==> src/rtl/core/bdil_pkg.sv <==
// Shared constants, types and helper functions for the binary dilation core.
package bdil_pkg;

   localparam int MAX_WIDTH    = 1024;
   localparam int RADIUS       = 2;
   localparam int HEIGHT_LIMIT = 1024;

   localparam int SPAN  = 2 * RADIUS + 1;
   localparam int KEPT  = 2 * RADIUS;
   localparam int NRES  = RADIUS + 1;

   localparam int PIX_W = 8;
   localparam int CFG_W = 11;
   localparam int COL_W = $clog2(MAX_WIDTH);
   localparam int HGT_W = $clog2(HEIGHT_LIMIT);
   localparam int ROW_W = $clog2(HEIGHT_LIMIT + RADIUS);

   // a line-end burst plus room for two more columns, so a receiver that
   // keeps pace never sees req_ready drop
   localparam int QDEPTH = 1 << $clog2(3 * NRES + 1);
   localparam int QA_W   = $clog2(QDEPTH);
   localparam int QC_W   = $clog2(QDEPTH + 1);

   localparam int CSR_IDX_W = 1;
   localparam logic [CSR_IDX_W-1:0] CSR_IMAGE_WIDTH  = 1'b0;
   localparam logic [CSR_IDX_W-1:0] CSR_IMAGE_HEIGHT = 1'b1;
   localparam logic [CFG_W-1:0]     CFG_RESET        = 11'd1024;

   typedef struct packed {
      logic [COL_W-1:0] w_m1;
      logic [HGT_W-1:0] h_m1;
   } cfg_type;

   // One vertical OR column leaving the line-buffer stage.
   typedef struct packed {
      logic             valid;
      logic [PIX_W-1:0] vor;
      logic [COL_W-1:0] col;
      logic             at_last;
      logic             row_ok;
      logic             frame_row;
   } column_type;

   typedef struct packed {
      logic [PIX_W-1:0] out_pixel;
      logic             last_in_line;
      logic             last_in_frame;
   } rsp_type;

   function automatic logic [COL_W-1:0] eff_width_m1(input logic [CFG_W-1:0] v);
      logic [COL_W-1:0] r;
      if (v == '0) begin
         r = '0;
      end else if (32'(v) > 32'(MAX_WIDTH)) begin
         r = COL_W'(MAX_WIDTH - 1);
      end else begin
         r = COL_W'(v - CFG_W'(1));
      end
      return r;
   endfunction

   function automatic logic [HGT_W-1:0] eff_height_m1(input logic [CFG_W-1:0] v);
      logic [HGT_W-1:0] r;
      if (v == '0) begin
         r = '0;
      end else if (32'(v) > 32'(HEIGHT_LIMIT)) begin
         r = HGT_W'(HEIGHT_LIMIT - 1);
      end else begin
         r = HGT_W'(v - CFG_W'(1));
      end
      return r;
   endfunction

endpackage

==> src/rtl/core/bdil_queue.sv <==
// Result queue: up to NRES pushes per cycle, one pop per cycle.
module bdil_queue (
   input  logic                                   clock,
   input  logic                                   reset,
   input  logic [bdil_pkg::NRES-1:0]              push_valid,
   input  bdil_pkg::rsp_type [bdil_pkg::NRES-1:0] push_data,
   input  logic                                   pop,
   output bdil_pkg::rsp_type                      head,
   output logic [bdil_pkg::QC_W-1:0]              count
);

   bdil_pkg::rsp_type              entries_ff [bdil_pkg::QDEPTH];
   logic [bdil_pkg::QA_W-1:0]      wr_ptr_ff, wr_ptr_in, rd_ptr_ff, rd_ptr_in;
   logic [bdil_pkg::QC_W-1:0]      count_ff, count_in, acc;
   logic [bdil_pkg::QA_W-1:0]      off [bdil_pkg::NRES];

   // pack the enabled results into consecutive slots
   always_comb begin
      acc = '0;
      for (int m = 0; m < bdil_pkg::NRES; m++) begin
         off[m] = bdil_pkg::QA_W'(acc);
         acc    = acc + bdil_pkg::QC_W'(push_valid[m]);
      end
      wr_ptr_in = wr_ptr_ff + bdil_pkg::QA_W'(acc);
      rd_ptr_in = rd_ptr_ff + bdil_pkg::QA_W'(pop);
      count_in  = count_ff + acc - bdil_pkg::QC_W'(pop);
   end

   always_ff @(posedge clock) begin
      if (reset) begin
         wr_ptr_ff <= '0;
         rd_ptr_ff <= '0;
         count_ff  <= '0;
      end else begin
         wr_ptr_ff <= wr_ptr_in;
         rd_ptr_ff <= rd_ptr_in;
         count_ff  <= count_in;
      end
   end

   always_ff @(posedge clock) begin
      for (int m = 0; m < bdil_pkg::NRES; m++) begin
         if (push_valid[m]) begin
            entries_ff[bdil_pkg::QA_W'(wr_ptr_ff + off[m])] <= push_data[m];
         end
      end
   end

   assign head  = entries_ff[rd_ptr_ff];
   assign count = count_ff;

endmodule

==> config.mk <==
export PLATFORM = sky130hd
export DESIGN_NAME = bdil_queue
export DESIGN_NICKNAME = d
export VERILOG_FILES = /design/src/rtl/core/bdil_pkg.sv /design/src/rtl/core/bdil_queue.sv
export SDC_FILE = /design/constraint.sdc
export NUM_CORES = 1
export LEC_CHECK = 0
export BUFFER_PORTS_ARGS = -buffer_cell sky130_fd_sc_hd__buf_4
export CAP_MARGIN = 20
export CORE_MARGIN = 8
export CORE_UTILIZATION = 55
export DETAILED_ROUTE_END_ITERATION = 10
export PLACE_DENSITY = 0.82
export REMOVE_ABC_BUFFERS = 1
export SKIP_CTS_REPAIR_TIMING = 1
export SLEW_MARGIN = 20
export SYNTH_ARGS = -nofsm -noshare
export SYNTH_HDL_FRONTEND = slang
export SYNTH_SLANG_ARGS = --single-unit
==> constraint.sdc <==
create_clock -name clock -period 5.7 [get_ports clock]
set_input_delay 0.285 -clock clock [delete_from_list [all_inputs] [get_ports clock]]
set_output_delay 0.285 -clock clock [all_outputs]
set_load 0.01 [all_outputs]
== Word level (Yosys, flattened, before mapping) ==
Memory sizes are Yosys's and may differ from the RTL's. A register that Yosys moved wholly into a read port is not among the register bits.
Cells that the tools add are included.

* Mux-type cells: 7
* Add/subtract/negate cells: 8

{| class="wikitable"
|+ Operator list
! kind !! number
|-
| $add 4x1->4 || 2
|-
| $mux 1 || 6
|-
| $add 5x3->5 || 1
|-
| $sub 5x1->5 || 1
|-
| $add 4x2->4 || 1
|-
| $add 4x3->4 || 1
|-
| $mux 4 || 1
|-
| $add 2x1->3 || 1
|-
| $add 1x1->2 || 1
|}

* Output and inout bits: 15
* Flip-flop bits (word level): 13
* Memory bits (writable): 160
* Input port bits: 36
* Memories kept: 1
* Word-level logic and storage cells: 19

{| class="wikitable"
|+ Memory list
! memory !! depth !! width !! read ports !! clocked after Yosys merged registers in !! wr ports !! line !! source
|-
| entries_ff || 16 || 10 || 1 || 1 || 3 || bdil_queue.sv:12 || <nowiki>bdil_pkg::rsp_type entries_ff [bdil_pkg::QDEPTH];</nowiki>
|}

== Logic depth before layout (Yosys ltp) ==
* Depth in word-level cells: 4
* Depth in mapped cells: 11
* Mapped depth without buffers: 11

== Worst setup path before layout ==
OpenSTA, ideal clock, no wires.

* Path kind: input -> register
* From: input push_valid[0] (netlist bit)
* To: memory entries_ff[4][0] (netlist bit), enable pin
* Setup slack: 2.887 ns
* Path buffers: 1
* Cell stages on the path: 7
* Library setup time: 0.350 ns
* Data required time: 5.350 ns
* Data arrival time: 2.463 ns
* Path through: ha_1 -> ha_1 -> ha_1 -> or3b_2 -> nor4_1 -> buf_2 -> nand3b_1

{| class="wikitable"
|+ RTL lines
! what !! line !! source
|-
| from (decl) || bdil_queue.sv:5 || <nowiki>input logic [bdil_pkg::NRES-1:0] push_valid,</nowiki>
|-
| to (decl) || bdil_queue.sv:12 ||
|}

==> results.txt <==
status: complete, no violations
number of port buffers: 50
Starting Density: 0.5616
Main synth FF type: edfxtp_1
H-tree levels: 4
Tightest Pin Transition: 1090 ps
final period utilization: 0.6525
Initial DRC Count: 878
Avg WL per Cell: 29.78 um
DIE AREA: 25,590 um2
first-pass GRT wire length: 49,350 um
number of CTS-inserted buffers: 17
wire length on met1: 12,760 um
synth-to-layout area growth: 11.17%
Setup crit end kind: flop
crit path DAT: 3720 ps
Mean Syn Cell Area: 14.07 um2
number of detailed-route iterations in the first pass: 5
CP bufs+invs: 0
Slew Limit Headroom: 0.2683
DRC violations left: 0
share of cells above drive strength 1: 0.5771
CTS max path bufs: 2
clk sink count: 173
row cnt: 52
fin nets: 883
core footprint: 20,300 um2
Worst VDD drop: 0.1981 mV
CP Cell Sequence: xor2_1 > ha_1 > a21oi_2 > xor2_1 > nor2_1 > o21ai_1 > nand2_1
highest clock rate: 0.2689 GHz
Clock Latency Late Sink: 430 ps
time the worst path needs with I/O delays and setup: 3719 ps
Synth async-reset ratio: 0
WL final: 32,970 um
Hold Path Class: in -> reg
Hold Fails Final Rpt: 0
worst hold margin: 137.9 ps
Yosys cell types: 43
RSZ-0062 raised after global routing: false
Placed Instances: 1,075
wire length on met2: 15,540 um
pin count of the biggest net entering global routing: 43
chip width: 160.0 um
Max stage delay on crit path: 740 ps
dpl hpwl: 21,090 um
Post-synth EDFFs: 160
YS warnings: 0
register area share after synthesis: 0.4443
I/O pins: 51
final clock skew: 9.559 ps
TNS Setup: 0 ps
antenna violations before repair: 2
Via Count: 7,593
gpl congestion: 0.9404
vias in the first global route: 7,799
Final Setup Violations: 0
Root Driver: clkbuf_16
Final Slew Violations: 0
Most common cell on crit path: xor2_1
pwr dens: 336.1 nW/um2
# diodes: 0
highest metal used: met5
leak pwr: 4.360 nW
Reg clk slew, reported paths: 70 ps
kind of critical path: reg -> reg
delay-heaviest family, CP: XOR/XNOR gates
cells after synthesis: 810
WL met3: 3443 um
Post-Syn Area: 11,400 um2
Vias/cell: 6.859
Layout Cells excl Fill: 1,107
Routed Antenna Nets: 0
startpoint types: flop
Req. time, crit path: 5700 ps
TritonCTS clock tree: done
Tot GR Track Use: 0.2567
GR Overflow Total: 0
Slowest-stage cell, CP: dfxtp_1
Filler cells: 1,504
crit-path max FO: 18
Die Ht: 160.0 um
Synth Register Bits: 173
count of max-cap constraint violations: 0
[Yosys cell counts (3+ instances only)]
| master | count | area (um2) |
|---|---|---|
| fa_1 | 3 | 60.06 |
| mux2_2 | 307 | 3457 |
| nand3b_1 | 12 | 90.09 |
| nand2_1 | 21 | 78.83 |
| and3b_1 | 3 | 26.28 |
| a21oi_1 | 14 | 70.07 |
| mux4_2 | 50 | 1126 |
| a21o_1 | 3 | 22.52 |
| clkbuf_1 | 38 | 142.6 |
| inv_1 | 14 | 52.55 |
| ha_1 | 20 | 250.2 |
| xnor2_1 | 6 | 52.55 |
| xor2_1 | 5 | 43.79 |
| nor3_1 | 4 | 20.02 |
| dfxtp_1 | 13 | 260.3 |
| nor2b_1 | 10 | 62.56 |
| a31oi_1 | 6 | 37.54 |
| buf_2 | 37 | 185.2 |
| mux2_1 | 13 | 146.4 |
| o21ai_1 | 8 | 40.04 |
| nand3_1 | 10 | 50.05 |
| nor2_1 | 19 | 71.32 |
| o31ai_1 | 4 | 30.03 |
| buf_1 | 3 | 11.26 |
| edfxtp_1 | 160 | 4805 |
| nor4_1 | 6 | 37.54 |
[logic make-up after synthesis]
family                   after synthesis  synth area share
flip-flops                           173            0.4443
XOR/XNOR                              11          0.008451
AO/OA/AOI/OAI                         42           0.02261
multiplexers                         370            0.4149
adder cells (fa/ha/maj)               23           0.02722
AND/OR/NAND/NOR                       97           0.04687
buffers and inverters                 94           0.03567
[through the flow]
stage          worst slack (ps)  utilization  cell area, um2  total power [W]
6_report                   1981       0.6243           12670         0.004260
3_5_place_dp               1923       0.5919           12020         0.002950
3_3_place_gp               2043       0.5911           12000         0.002903
2_1_floorplan              2241            -           11050         0.002497
5_1_grt                    1761       0.6243           12670         0.004399
4_1_cts                    2042       0.6241           12670         0.004244
[power breakdown]
| group | internal, W | switching [W] |
|---|---|---|
| logic | 0.000571 | 0.000658 |
| registers | 0.00163 | 0.0000887 |
| clock network | 0.000795 | 0.000516 |
[per-layer routing]
| layer | GRT usage | vias up |
|---|---|---|
| li1 | - | 3174 |
| met1 | 0.3242 | 3854 |
| met2 | 0.4085 | 469 |
| met5 | 0 | - |
| met4 | 0.1100 | 4 |
| met3 | 0.07069 | 92 |
[layout by cell type, fill, tap and decap left out, types with 10 or more instances in the layout]
cell / instances
clkbuf_16: 17
inv_1: 14
nand3_1: 10
buf_4: 75
ha_1: 20
nor2_1: 19
nand2_1: 21
mux2_1: 13
a21oi_1: 13
mux4_2: 50
edfxtp_1: 160
nand3b_1: 12
dfxtp_1: 11
nor2b_1: 10
mux2_2: 307
[sequential cells by signal (all words and copies together), names as in the netlist]
| register | cells |
|---|---|
| count | 5 |
| entries_ff | 160 |
| rd_ptr_ff | 4 |
| wr_ptr_ff | 4 |
[area by class of cell]
| type | count | area (um2) | share of cell area |
|---|---|---|---|
| Timing Repair Buffer | 75 | 563.0 | 0.04443 |
| Sequential cell | 173 | 5067 | 0.3998 |
| Clock inverter | 13 | 211.5 | 0.01668 |
| Clock buffer | 19 | 442.9 | 0.03495 |
| Tap cell | 270 | 337.8 | 0.02666 |
| Multi-Input combinational cell | 543 | 5998 | 0.4733 |
| Inverter | 14 | 52.55 | 0.004147 |
[final timing paths]
path,slack [ps],endpoint,depth (start not counted),start
hold / removal,140,count[2],2,reset
setup / recovery,1980,entries_ff[12][7],7,wr_ptr_ff[1]
hold reg to reg,640,count[0],2,count[0]
setup reg to reg,1980,entries_ff[12][7],7,wr_ptr_ff[1]
Note: power is estimated with default switching activity, not from simulation.
