[src/rtl/core/bdil_pkg.sv]
// Shared constants, types and helper functions for the binary dilation core.
package bdil_pkg;

   localparam int MAX_WIDTH    = 1024;
   localparam int RADIUS       = 2;
   localparam int HEIGHT_LIMIT = 1024;

   localparam int SPAN  = 2 * RADIUS + 1;
   localparam int KEPT  = 2 * RADIUS;
   localparam int NRES  = RADIUS + 1;

   localparam int PIX_W = 8;
   localparam int CFG_W = 11;
   localparam int COL_W = $clog2(MAX_WIDTH);
   localparam int HGT_W = $clog2(HEIGHT_LIMIT);
   localparam int ROW_W = $clog2(HEIGHT_LIMIT + RADIUS);

   // a line-end burst plus room for two more columns, so a receiver that
   // keeps pace never sees req_ready drop
   localparam int QDEPTH = 1 << $clog2(3 * NRES + 1);
   localparam int QA_W   = $clog2(QDEPTH);
   localparam int QC_W   = $clog2(QDEPTH + 1);

   localparam int CSR_IDX_W = 1;
   localparam logic [CSR_IDX_W-1:0] CSR_IMAGE_WIDTH  = 1'b0;
   localparam logic [CSR_IDX_W-1:0] CSR_IMAGE_HEIGHT = 1'b1;
   localparam logic [CFG_W-1:0]     CFG_RESET        = 11'd1024;

   typedef struct packed {
      logic [COL_W-1:0] w_m1;
      logic [HGT_W-1:0] h_m1;
   } cfg_type;

   // One vertical OR column leaving the line-buffer stage.
   typedef struct packed {
      logic             valid;
      logic [PIX_W-1:0] vor;
      logic [COL_W-1:0] col;
      logic             at_last;
      logic             row_ok;
      logic             frame_row;
   } column_type;

   typedef struct packed {
      logic [PIX_W-1:0] out_pixel;
      logic             last_in_line;
      logic             last_in_frame;
   } rsp_type;

   function automatic logic [COL_W-1:0] eff_width_m1(input logic [CFG_W-1:0] v);
      logic [COL_W-1:0] r;
      if (v == '0) begin
         r = '0;
      end else if (32'(v) > 32'(MAX_WIDTH)) begin
         r = COL_W'(MAX_WIDTH - 1);
      end else begin
         r = COL_W'(v - CFG_W'(1));
      end
      return r;
   endfunction

   function automatic logic [HGT_W-1:0] eff_height_m1(input logic [CFG_W-1:0] v);
      logic [HGT_W-1:0] r;
      if (v == '0) begin
         r = '0;
      end else if (32'(v) > 32'(HEIGHT_LIMIT)) begin
         r = HGT_W'(HEIGHT_LIMIT - 1);
      end else begin
         r = HGT_W'(v - CFG_W'(1));
      end
      return r;
   endfunction

endpackage

[src/rtl/core/bdil_window.sv]
// Five-column window of vertical ORs and result generation per column.
module bdil_window (
   input  logic                                      clock,
   input  logic                                      reset,
   input  logic                                      restart,
   input  bdil_pkg::column_type                      col,
   output logic [bdil_pkg::NRES-1:0]                 push_valid,
   output bdil_pkg::rsp_type [bdil_pkg::NRES-1:0]    push_data
);

   logic [bdil_pkg::SPAN-1:0][bdil_pkg::PIX_W-1:0] window_ff, window_in;
   logic                                           line_start;

   always_comb begin
      line_start   = (col.col == '0);
      window_in[0] = col.vor;
      for (int i = 1; i < bdil_pkg::SPAN; i++) begin
         window_in[i] = line_start ? '0 : window_ff[i-1];
      end
      // result m is the output m columns right of the normal one; only at line end
      for (int m = 0; m < bdil_pkg::NRES; m++) begin
         push_data[m].out_pixel = '0;
         for (int t = 0; t < bdil_pkg::SPAN - m; t++) begin
            push_data[m].out_pixel = push_data[m].out_pixel | window_in[t];
         end
         push_data[m].last_in_line  = (m == bdil_pkg::RADIUS);
         push_data[m].last_in_frame = (m == bdil_pkg::RADIUS) && col.frame_row;
         push_valid[m] = col.valid && col.row_ok && ((m == 0) || col.at_last) &&
                         (32'(col.col) + 32'(m) >= 32'(bdil_pkg::RADIUS));
      end
   end

   always_ff @(posedge clock) begin
      if (reset || restart) begin
         window_ff <= '0;
      end else if (col.valid) begin
         window_ff <= window_in;
      end
   end

endmodule

[config.mk]
export PLATFORM = sky130hd
export DESIGN_NAME = bdil_window
export DESIGN_NICKNAME = d
export VERILOG_FILES = /design/src/rtl/core/bdil_pkg.sv /design/src/rtl/core/bdil_window.sv
export SDC_FILE = /design/constraint.sdc
export NUM_CORES = 1
export LEC_CHECK = 0
export BUFFER_PORTS_ARGS = -buffer_cell sky130_fd_sc_hd__buf_2
export CORE_ASPECT_RATIO = 0.8
export CORE_UTILIZATION = 47
export DETAILED_ROUTE_END_ITERATION = 8
export GPL_TIMING_DRIVEN = 0
export MAX_ROUTING_LAYER = met4
export PLACE_DENSITY = 0.82
export SLEW_MARGIN = 20
export SYNTH_ARGS = -nofsm -noshare
export SYNTH_HDL_FRONTEND = slang
export SYNTH_SLANG_ARGS = --single-unit
[constraint.sdc]
create_clock -name clock -period 2.2 [get_ports clock]
set_clock_uncertainty 0.1 [all_clocks]
set_input_delay 0.66 -clock clock [delete_from_list [all_inputs] [get_ports clock]]
set_output_delay 0.66 -clock clock [all_outputs]
set_load 0.02 [all_outputs]
After elaboration in Yosys (flattened, before gate mapping)
Cells that the tools add are included.
{"block": "word_totals", "regBits": 32, "word_cells": 24}
{"block": "op_classes", "add_sub_neg": 2, "n_lt_le_gt_ge": 3, "n_mux": 4, "bitwise": 4, "reduce_logical": 7}
{"cell": "$mux 8", "n": 4}
{"cell": "$or 8x8->8", "n": 4}
{"cell": "$ge 11x2->1 const B", "n": 2}
{"cell": "$add 10x1->11 const B", "n": 1}
{"cell": "$add 10x2->11 const B", "n": 1}
{"cell": "$ge 10x2->1 const B", "n": 1}
{"cell": "$logic_not 10->1", "n": 1}
{"cell": "$logic_and 1x1->1", "n": 5}
{"cell": "$logic_or 1x1->1", "n": 1}

Depth between registers and ports, before layout
Gate-level depths: netlist of the first run.
{"block": "logic_depth", "word_depth": 6, "depth_mapped": 6, "mapped_depth_nobuf": 5}

Worst setup path before layout of the first run
Ideal clock, no wire load.
{"block": "synth_path", "kind": "input port to output port", "start": "input col[4] (netlist bit)", "end": "output push_valid[1] (netlist bit)", "t_arrival_ps": 1821, "slack_ps": -381, "stages": 5, "n_path_buf": 0, "cell_sequence": "ha_1 > nand2_1 > or3_1 > xnor2_1 > a41oi_1"}
{"block": "synth_between", "elab_chain_len": 3}
{"item": "from (decl)", "line": "bdil_window.sv:6", "source": "input bdil_pkg::column_type col,"}
{"item": "$add 10x1->11", "line": "bdil_window.sv:29", "source": "(32'(col.col) + 32'(m) >= 32'(bdil_pkg::RADIUS));"}
{"item": "$ge 11x2->1", "line": "bdil_window.sv:29"}
{"item": "$logic_and 1x1->1", "line": "bdil_window.sv:28", "source": "push_valid[m] = col.valid && col.row_ok && ((m == 0) || col.at_last) &&"}
{"item": "to (decl)", "line": "bdil_window.sv:7", "source": "output logic [bdil_pkg::NRES-1:0] push_valid,"}
Every way passes these cells.

Worst setup path in the final report of the first run
{"block": "layout_path", "start": "input col[5] (netlist bit)", "end": "output push_valid[1] (netlist bit)"}
Same word-level chain as after synthesis.

==> flow_summary.toml, run 1 <==
[run_status]
outcome = "complete, but fails checks"
violations = "negative setup slack"

[timing]
setup_viol = 27
fmax_mhz = 384.9
hold_slack_ns = 0.3775
slew_headroom_pct = 63.07
worst_pin_slew_ns = 0.5539
setup_slack_ns = -0.3981
final.min_clock_period_ns = 2.598
fin_setup_tns_ns = -8.355
slew_viol_final = 0
post-route-period-util_pct = 118.1
hold_violations = 0
grt_setup_unrepaired = "yes"

[yosys]
ys_warn_count = 0
synth_area_um2 = 1976
ys.flop_type = "dfxtp_1"
ys_top_cells_by_count = "32 x dfxtp_1, 27 x nand3_1, 26 x a21oi_1, 26 x nand2b_1, 18 x nor2_1"
synth_top_cell_area_share_pct = 32.43
async_flop_share_pct = 0
synthCells = 241
ys_seq_area_share_pct = 32.43
synth_most_common_cell = "dfxtp_1"
synth.distinct_cells = 36
synth_edf_count = 0
syn_area_per_cell_um2 = 8.198
synthTopCellsByArea = "dfxtp_1 32%, nand2b_1 8.2%, nand3_1 6.8%"
synth_seq_cells = 32
yosysTopAreaCell = "dfxtp_1"

[global_route]
gr-total-overflow = 0
grt_antenna_before_repair = 0
grt_pass1_vias = 1794
grt_max_degree = 11
grt_first_pass_wirelength_mm = 8.583
grt_usage_pct = 27.16

[critical_path]
worstReg2RegEnd = "window_ff[28]$_SDFFE_PP0P_"
path_class = "primary input to output port"
worst-endpoint-arrival_ns = 1.84
r2r_setup_slack_ns = 1.34
r2r-start = "window_ff[20]$_SDFFE_PP0P_"
startpoint_type = "primary input"
end_kind = "output port"
worstSetupEndpoint = "push_valid[1]"
crit_required_ns = 1.44
worstRegToRegCells = 2
startpoint = "col[5]"
cp_max_fo = 6

[clocking]
clk-insertion-delay-late_ns = 0.29
cts_max_path_buffers = 2
root_buffer = "clkbuf_8"
clkTransAtPathRegs_ns = 0.07
cts_buffers = 5
htree_levels = 2
cts_sinks = 32
cts_tree = "built"
holdBufCountCts = 0

[pwr]
power.total_mw = 1.430
power.switching_mw = 0.4047
p_seq_share_pct = 41.5
vdd_drop_max_uv = 412.7
p_int_mw = 1.026
p_per_area_nw_per_um2 = 471.4
power_switching_share_pct = 28.30
p_comb_share_pct = 25.7
power.leakage_nw = 1.149
p_clk_share_pct = 32.8

[route]
antenna_left = 0
drcViolationCount = 0
drt_iter0_drc = 131
wl_per_cell_um = 14.87
routed_via_density = 5.500
dr_total_vias = 2013
wirelength_mm = 5.442
first_pass_iters = 5

[placement]
hpwl_mm = 3.538
placedInstanceArea_um2 = 2629
gp_congestion = 0.8489
portBuffers = 50

[hold_path]
worst_hold_path_type = "flip-flop to flip-flop"

[finish]
nets = 340
top_regs = "window_ff (32)"
largest_register_ffs = 32
fill_cells = 281
multiInputGateArea_um2 = 1550
layout-drive-gt1-share_pct = 40.51
final_util_pct = 77.72
postLayoutCellArea_um2 = 3034
antennaDiodeCount = 0
regMostFlops = "window_ff"
seq_area_um2 = 640.6
syn_to_final_growth_pct = 53.58

[die]
die_w_um = 74.49
die-area_um2 = 4468
coreArea_um2 = 3904
pin_count = 58
start_util_pct = 50.61
rows = 20
die-height_um = 59.99

[job]
maxCapViolations = 0
[final cells by class]
type / count / share of cell area [%]
Buffer: 21 / 5.072
Clock buffer: 8 / 2.969
Inverter: 4 / 0.6598
Multi-Input combinational cell: 187 / 51.09
Sequential cell: 32 / 21.11
Tap cell: 55 / 2.268
Timing Repair Buffer: 59 / 16.82
[metal layers]
layer	global-route usage [%]	vias to the layer above	share of wire [%]
met5	-	-	0
met4	8.895	0	1.9
met3	5.228	12	5.4
met2	42.34	83	46
met1	35.45	930	47
li1	-	988	-
[per-stage QoR]
step | setup WS [ns] | instances
floorplan | -0.1641 | 244
CTS | -0.3752 | 366
global route | -0.4392 | 366
detailed placement | -0.5265 | 349
finish | -0.3981 | 366
global placement | -0.5114 | 349
[worst max-delay path, stage by stage]
cell     delay, ns
buf_6         0.11
ha_4          0.15
nand2_2       0.08
or3_4         0.40
xnor2_2       0.17
a41oi_2       0.10
buf_4         0.17
[power groups by stage]
stage	clock network, mW	registers, mW	logic (mW)
after detailed placement	0	0.606	0.309
final	0.469	0.594	0.368
after global placement	0	0.606	0.305
after global routing	0.495	0.594	0.394
after floorplan	0	0.604	0.215
after CTS	0.473	0.593	0.363
[cells by family (layout without fill, tap and decap cells)]
group                    Yosys count  count (layout)  synth area share (%)
other                              2               5                0.3801
flip-flops                        32              32                 32.43
buffers and inverters             25              92                 7.409
multiplexers                      11              11                 5.637
XOR/XNOR                           4               4                 1.774
AND/OR/NAND/NOR                  103             103                 28.75
AO/OA/AOI/OAI                     59              59                 20.46
adder cells (fa/ha/maj)            5               5                 3.167
[cell usage in the layout (no fill, tap or decap), types with 2 or more instances in the layout]
master	instances
nor3_2	2
nand2b_1	26
xnor2_1	2
mux2i_1	10
ha_1	2
nand3_1	26
a21oi_1	26
clkbuf_1	8
buf_2	30
nor3_4	2
buf_6	22
inv_1	2
buf_4	13
nor4_1	8
nor2_1	17
ha_4	3
clkbuf_8	6
nor3_1	8
inv_4	2
o21bai_4	23
buf_12	4
nand2_1	3
nand3_2	2
dfxtp_1	32
o21ai_0	2
buf_8	2
conb_1	5
a41oi_2	3
[how the worst min path moves through the flow]
stage	startpoint	endpoint	slack, ns	cells after the start
2_1_floorplan	window_ff[24]$_SDFFE_PP0P_	window_ff[24]$_SDFFE_PP0P_	0.35	2
3_5_place_dp	window_ff[31]$_SDFFE_PP0P_	window_ff[31]$_SDFFE_PP0P_	0.37	2
5_1_grt	window_ff[24]$_SDFFE_PP0P_	window_ff[24]$_SDFFE_PP0P_	0.39	2
4_1_cts	window_ff[29]$_SDFFE_PP0P_	window_ff[29]$_SDFFE_PP0P_	0.38	2
6_report	window_ff[26]$_SDFFE_PP0P_	window_ff[26]$_SDFFE_PP0P_	0.38	2
3_3_place_gp	window_ff[25]$_SDFFE_PP0P_	window_ff[25]$_SDFFE_PP0P_	0.36	2
[timing repair]
| action | in CTS | in global routing |
|---|---|---|
| resized for setup | 59 | 3 |
| setup endpoints to repair | 27 | 27 |
| buffers inserted | 8 | 0 |
| pin swaps | 11 | 1 |
| gates cloned | 1 | 0 |
Note: power is estimated with default switching activity, not from simulation.
==> run 2, diff against run 1 <==
--- a/config.mk
+++ b/config.mk
@@ -10,7 +10,6 @@
 export CORE_UTILIZATION = 47
 export DETAILED_ROUTE_END_ITERATION = 8
 export GPL_TIMING_DRIVEN = 0
-export MAX_ROUTING_LAYER = met4
 export PLACE_DENSITY = 0.82
 export SLEW_MARGIN = 20
 export SYNTH_ARGS = -nofsm -noshare
==> flow_summary.toml, run 2 (synthesized netlist as in run 1, its figures left out) <==
[critical_path]
worstRegToRegCells = 2
startpoint_type = "primary input"
critPathTopFamily = "simple AND/OR/NAND/NOR gates"
critPathMaxStageDelay_ns = 0.40
r2r_setup_slack_ns = 1.36
cp_max_fo = 6
crit_buf_inv = 2
worstReg2RegEnd = "window_ff[10]$_SDFFE_PP0P_"
worstSetupEndpoint = "push_valid[1]"
path_cells = "buf_6 -> ha_4 -> nand2_2 -> or3_4 -> xnor2_2 -> a41oi_2 -> buf_4"
end_kind = "output port"
r2r-start = "window_ff[2]$_SDFFE_PP0P_"
startpoint = "col[5]"
crit_required_ns = 1.44
worst-endpoint-arrival_ns = 1.84
cpMaxStageDelayCell = "or3_4"
path_class = "primary input to output port"
crit_cells = 7

[clocking]
clk-insertion-delay-late_ns = 0.29
root_buffer = "clkbuf_8"
cts_buffers = 5
cts_tree = "built"
cts_sinks = 32
clkTransAtPathRegs_ns = 0.07
cts_max_path_buffers = 2
htree_levels = 2

[finish]
postLayoutCellArea_um2 = 3034
largest_register_ffs = 32
layout-drive-gt1-share_pct = 40.51
layoutNonFillerInstCount = 366
nets = 340
final_common_cell = "dfxtp_1"
syn_to_final_growth_pct = 53.58
antennaDiodeCount = 0
final_cell_mix = "32 x dfxtp_1, 30 x buf_2, 26 x a21oi_1, 26 x nand2b_1, 26 x nand3_1"
final_util_pct = 77.72
regMostFlops = "window_ff"
top_regs = "window_ff (32)"

[global_route]
grt_max_degree = 11
grt_usage_pct = 26.58
gr-total-overflow = 0
grt_pass1_vias = 1789
grt_antenna_before_repair = 0
grt_first_pass_wirelength_mm = 8.590

[route]
wirelength_mm = 5.451
first_pass_iters = 5
dr_total_vias = 2005
routed_via_density = 5.478
wl_per_cell_um = 14.89
drt_iter0_drc = 143
antenna_left = 0
drcViolationCount = 0

[timing]
slew_viol_final = 0
grt_setup_unrepaired = "yes"
final.min_clock_period_ns = 2.600
fmax_mhz = 384.7
hold_violations = 0
post-route-period-util_pct = 118.2
hold_slack_ns = 0.3778
worst_pin_slew_ns = 0.5551
slew_headroom_pct = 62.99
setup_viol = 27
setup_slack_ns = -0.3997

[pwr]
p_per_area_nw_per_um2 = 471.6
power.switching_mw = 0.4053
vdd_drop_max_uv = 413.2
power.leakage_nw = 1.149
p_clk_share_pct = 32.8
p_int_mw = 1.026
power_switching_share_pct = 28.32
p_seq_share_pct = 41.5
p_comb_share_pct = 25.7

[die]
die-height_um = 59.99
start_util_pct = 50.61
pin_count = 58
coreArea_um2 = 3904
die-area_um2 = 4468
die_w_um = 74.49
rows = 20

[job]
maxCapViolations = 0

[placement]
placedCellCount = 349
portBuffers = 50
gp_congestion = 0.8360
placedInstanceArea_um2 = 2629
hpwl_mm = 3.538
dp_slack_ns = -0.5265

[run_status]
violations = "negative setup slack"
outcome = "complete, but fails checks"

[hold_path]
worst_hold_path_type = "flip-flop to flip-flop"
[run 2: cell counts in the layout (fill, tap and decap cells not counted)]
Identical to the previous run, type by type.
[run 2: final cells by class]
type,count,area (um^2)
multi-input cells,187,1550
fillers,281,869.6
flip-flops and latches,32,640.6
repair buffers,59,510.5
plain buffers,21,153.9
clock buffers,8,90.09
well taps,55,68.82
inverters,4,20.02
[run 2: per-layer routing]
layer | vias to the layer above | track usage (%) | share of wire, %
li1 | 986 | - | -
met4 | 0 | 8.895 | 1.3
met2 | 82 | 42.34 | 46
met1 | 930 | 35.45 | 47
met3 | 7 | 6.239 | 5.5
met5 | - | 0 | 0
[run 2: worst min path at each step]
stage                                          start                          to  slack [ns]  cells past startpoint
final                     window_ff[26]$_SDFFE_PP0P_  window_ff[26]$_SDFFE_PP0P_        0.38                      2
after global routing      window_ff[24]$_SDFFE_PP0P_  window_ff[24]$_SDFFE_PP0P_        0.39                      2
after CTS                 window_ff[29]$_SDFFE_PP0P_  window_ff[29]$_SDFFE_PP0P_        0.38                      2
after detailed placement  window_ff[31]$_SDFFE_PP0P_  window_ff[31]$_SDFFE_PP0P_        0.37                      2
after global placement    window_ff[25]$_SDFFE_PP0P_  window_ff[25]$_SDFFE_PP0P_        0.36                      2
after floorplan           window_ff[24]$_SDFFE_PP0P_  window_ff[24]$_SDFFE_PP0P_        0.35                      2
[run 2: metrics by stage]
step / power (mW) / setup TNS, ns
6_report: 1.431 / -8.466
5_1_grt: 1.488 / -9.881
4_1_cts: 1.429 / -8.255
3_5_place_dp: 0.9149 / -11.56
3_3_place_gp: 0.9113 / -11.32
2_1_floorplan: 0.8196 / -1.528
[run 2: power by group through the flow]
stage          Sequential, mW  Clock (mW)  Combinational (mW)
2_1_floorplan           0.604           0               0.215
3_3_place_gp            0.606           0               0.305
3_5_place_dp            0.606           0               0.309
4_1_cts                 0.593       0.473               0.363
5_1_grt                 0.594       0.500               0.394
6_report                0.594       0.469               0.368
[run 2: tightest hold or removal path: cells and delay by family, from the launching register on]
kind	cells	cell delay, ns
flip-flops	1	0.31
AND/OR/NAND/NOR	1	0.06
AO/OA/AOI/OAI	1	0.06
[run 2: repair_timing]
action,in CTS,in global routing
buffers inserted,8,0
hold buffers,0,0
pin swaps,11,1
endpoints found under the setup margin,27,27
resized for setup,59,3
cloned,1,0
==> run 3, diff against run 2 <==
--- a/config.mk
+++ b/config.mk
@@ -7,10 +7,12 @@
 export LEC_CHECK = 0
 export BUFFER_PORTS_ARGS = -buffer_cell sky130_fd_sc_hd__buf_2
 export CORE_ASPECT_RATIO = 0.8
-export CORE_UTILIZATION = 47
+export CORE_UTILIZATION = 48
+export CTS_BUF_LIST = sky130_fd_sc_hd__clkbuf_8
 export DETAILED_ROUTE_END_ITERATION = 8
+export GPL_ROUTABILITY_DRIVEN = 1
 export GPL_TIMING_DRIVEN = 0
-export PLACE_DENSITY = 0.82
+export PLACE_DENSITY = 0.83
 export SLEW_MARGIN = 20
 export SYNTH_ARGS = -nofsm -noshare
 export SYNTH_HDL_FRONTEND = slang
==> flow_summary.toml, run 3 (synthesized netlist as in run 1, its figures left out) <==
[run_status]
outcome = "complete, but fails checks"
violations = "negative setup slack"

[timing]
setup_slack_ns = -0.4080
post-route-period-util_pct = 118.5
setup_viol = 27
fmax_mhz = 383.4
worst_pin_slew_ns = 0.6125
hold_violations = 0
slew_viol_final = 0
hold_slack_ns = 0.3824
final.min_clock_period_ns = 2.608
grt_setup_unrepaired = "yes"
slew_headroom_pct = 59.17

[job]
maxCapViolations = 0

[critical_path]
crit_required_ns = 1.44
worstRegToRegCells = 2
r2r-start = "window_ff[6]$_SDFFE_PP0P_"
path_class = "primary input to output port"
worst-endpoint-arrival_ns = 1.85
startpoint = "col[3]"
r2r_setup_slack_ns = 1.31
worstSetupEndpoint = "push_valid[1]"
end_kind = "output port"
cp_max_fo = 4
worstReg2RegEnd = "window_ff[14]$_SDFFE_PP0P_"
startpoint_type = "primary input"

[route]
antenna_left = 0
wl_met3_um = 498
first_pass_iters = 5
drcViolationCount = 0
route.met2.wl_mm = 3.081
wirelength_mm = 6.339
route.top_layer_used = "met4"
dr_total_vias = 2148
drt_iter0_drc = 236
wl_met1_mm = 2.599
wl_per_cell_um = 16.95
routed_via_density = 5.743

[clocking]
holdBufCountCts = 0
htree_levels = 2
clkTransAtPathRegs_ns = 0.07
cts_sinks = 32
root_buffer = "clkbuf_8"
cts_max_path_buffers = 2
clk-insertion-delay-late_ns = 0.29
cts_buffers = 5
cts_tree = "built"

[hold_path]
worst_hold_path_type = "flip-flop to flip-flop"

[finish]
nets = 348
final_common_cell = "dfxtp_1"
antennaDiodeCount = 0
top_regs = "window_ff (32)"
syn_to_final_growth_pct = 62.44
layout-drive-gt1-share_pct = 43.57
largest_register_ffs = 32
final_cell_mix = "32 x dfxtp_1, 26 x buf_6, 26 x nand2b_1"
regMostFlops = "window_ff"
fill_cells = 217

[placement]
dp_slack_ns = -0.5197
hpwl_mm = 3.503
gp_congestion = 0.8099
portBuffers = 50

[pwr]
power.total_mw = 1.562
p_per_area_nw_per_um2 = 486.7
vdd_drop_max_uv = 559.3
power.leakage_nw = 1.215

[global_route]
grt_usage_pct = 29.23
gr-total-overflow = 0
grt_pass1_vias = 1910
grt_max_degree = 11
grt_first_pass_wirelength_mm = 9.342
grt_antenna_before_repair = 0

[die]
coreArea_um2 = 3879
rows = 20
die-area_um2 = 4378
die_w_um = 73.73
pin_count = 58
start_util_pct = 50.94
die-height_um = 59.38
-- run 3: worst min-delay path by stage --
stage               depth (start not counted)                  startpoint  slack (ns)                         end
detailed placement                          2  window_ff[24]$_SDFFE_PP0P_        0.36  window_ff[24]$_SDFFE_PP0P_
finish                                      2  window_ff[30]$_SDFFE_PP0P_        0.38  window_ff[30]$_SDFFE_PP0P_
floorplan                                   2  window_ff[24]$_SDFFE_PP0P_        0.35  window_ff[24]$_SDFFE_PP0P_
global placement                            2  window_ff[24]$_SDFFE_PP0P_        0.36  window_ff[24]$_SDFFE_PP0P_
global route                                2  window_ff[30]$_SDFFE_PP0P_        0.40  window_ff[30]$_SDFFE_PP0P_
CTS                                         2  window_ff[26]$_SDFFE_PP0P_        0.38  window_ff[26]$_SDFFE_PP0P_
-- run 3: stage by stage --
step                area (um^2)  TNS (ns)  cells  util (%)
finish                     3209    -7.923    374     82.74
global route               3209    -9.255    374     82.74
CTS                        3136    -8.271    373     80.84
detailed placement         2629    -11.53    349     67.77
global placement           2629    -11.37    349     67.77
floorplan                  2310    -1.528    244         -
-- run 3: critical path: stages --
cell	delay, ns
buf_12	0.11
ha_4	0.16
xor2_1	0.13
or3_1	0.34
nor3_2	0.14
a41oi_2	0.12
buf_2	0.17
-- run 3: layer usage --
metal | track usage [%] | up-vias
met5 | 0 | -
met4 | 8.242 | 0
met3 | 6.973 | 22
met2 | 48.62 | 127
met1 | 37.96 | 998
li1 | - | 1001
-- run 3: what timing repair did --
| action | CTS | global route |
|---|---|---|
| pin swaps | 12 | 6 |
| setup endpoints to repair | 27 | 27 |
| gates resized for setup | 73 | 25 |
| buffers inserted | 15 | 4 |
| cloned | 1 | 0 |
-- run 3: power by group --
part	internal (mW)	switching, mW	leakage [nW]
Combinational	0.211	0.197	0.897
Clock	0.331	0.228	0.0593
Sequential	0.585	0.00884	0.259
Total	1.13	0.434	1.21
-- run 3: cell type report --
class,count,area (um^2),share of cell area [%]
Clock buffer,5,68.82,2.144
Timing Repair Buffer,68,654.4,20.39
Buffer,20,130.1,4.055
Inverter,4,25.02,0.7797
Multi-Input combinational cell,187,1583,49.32
Sequential cell,32,640.6,19.96
Tap cell,55,68.82,2.144
Clock inverter,3,38.79,1.209
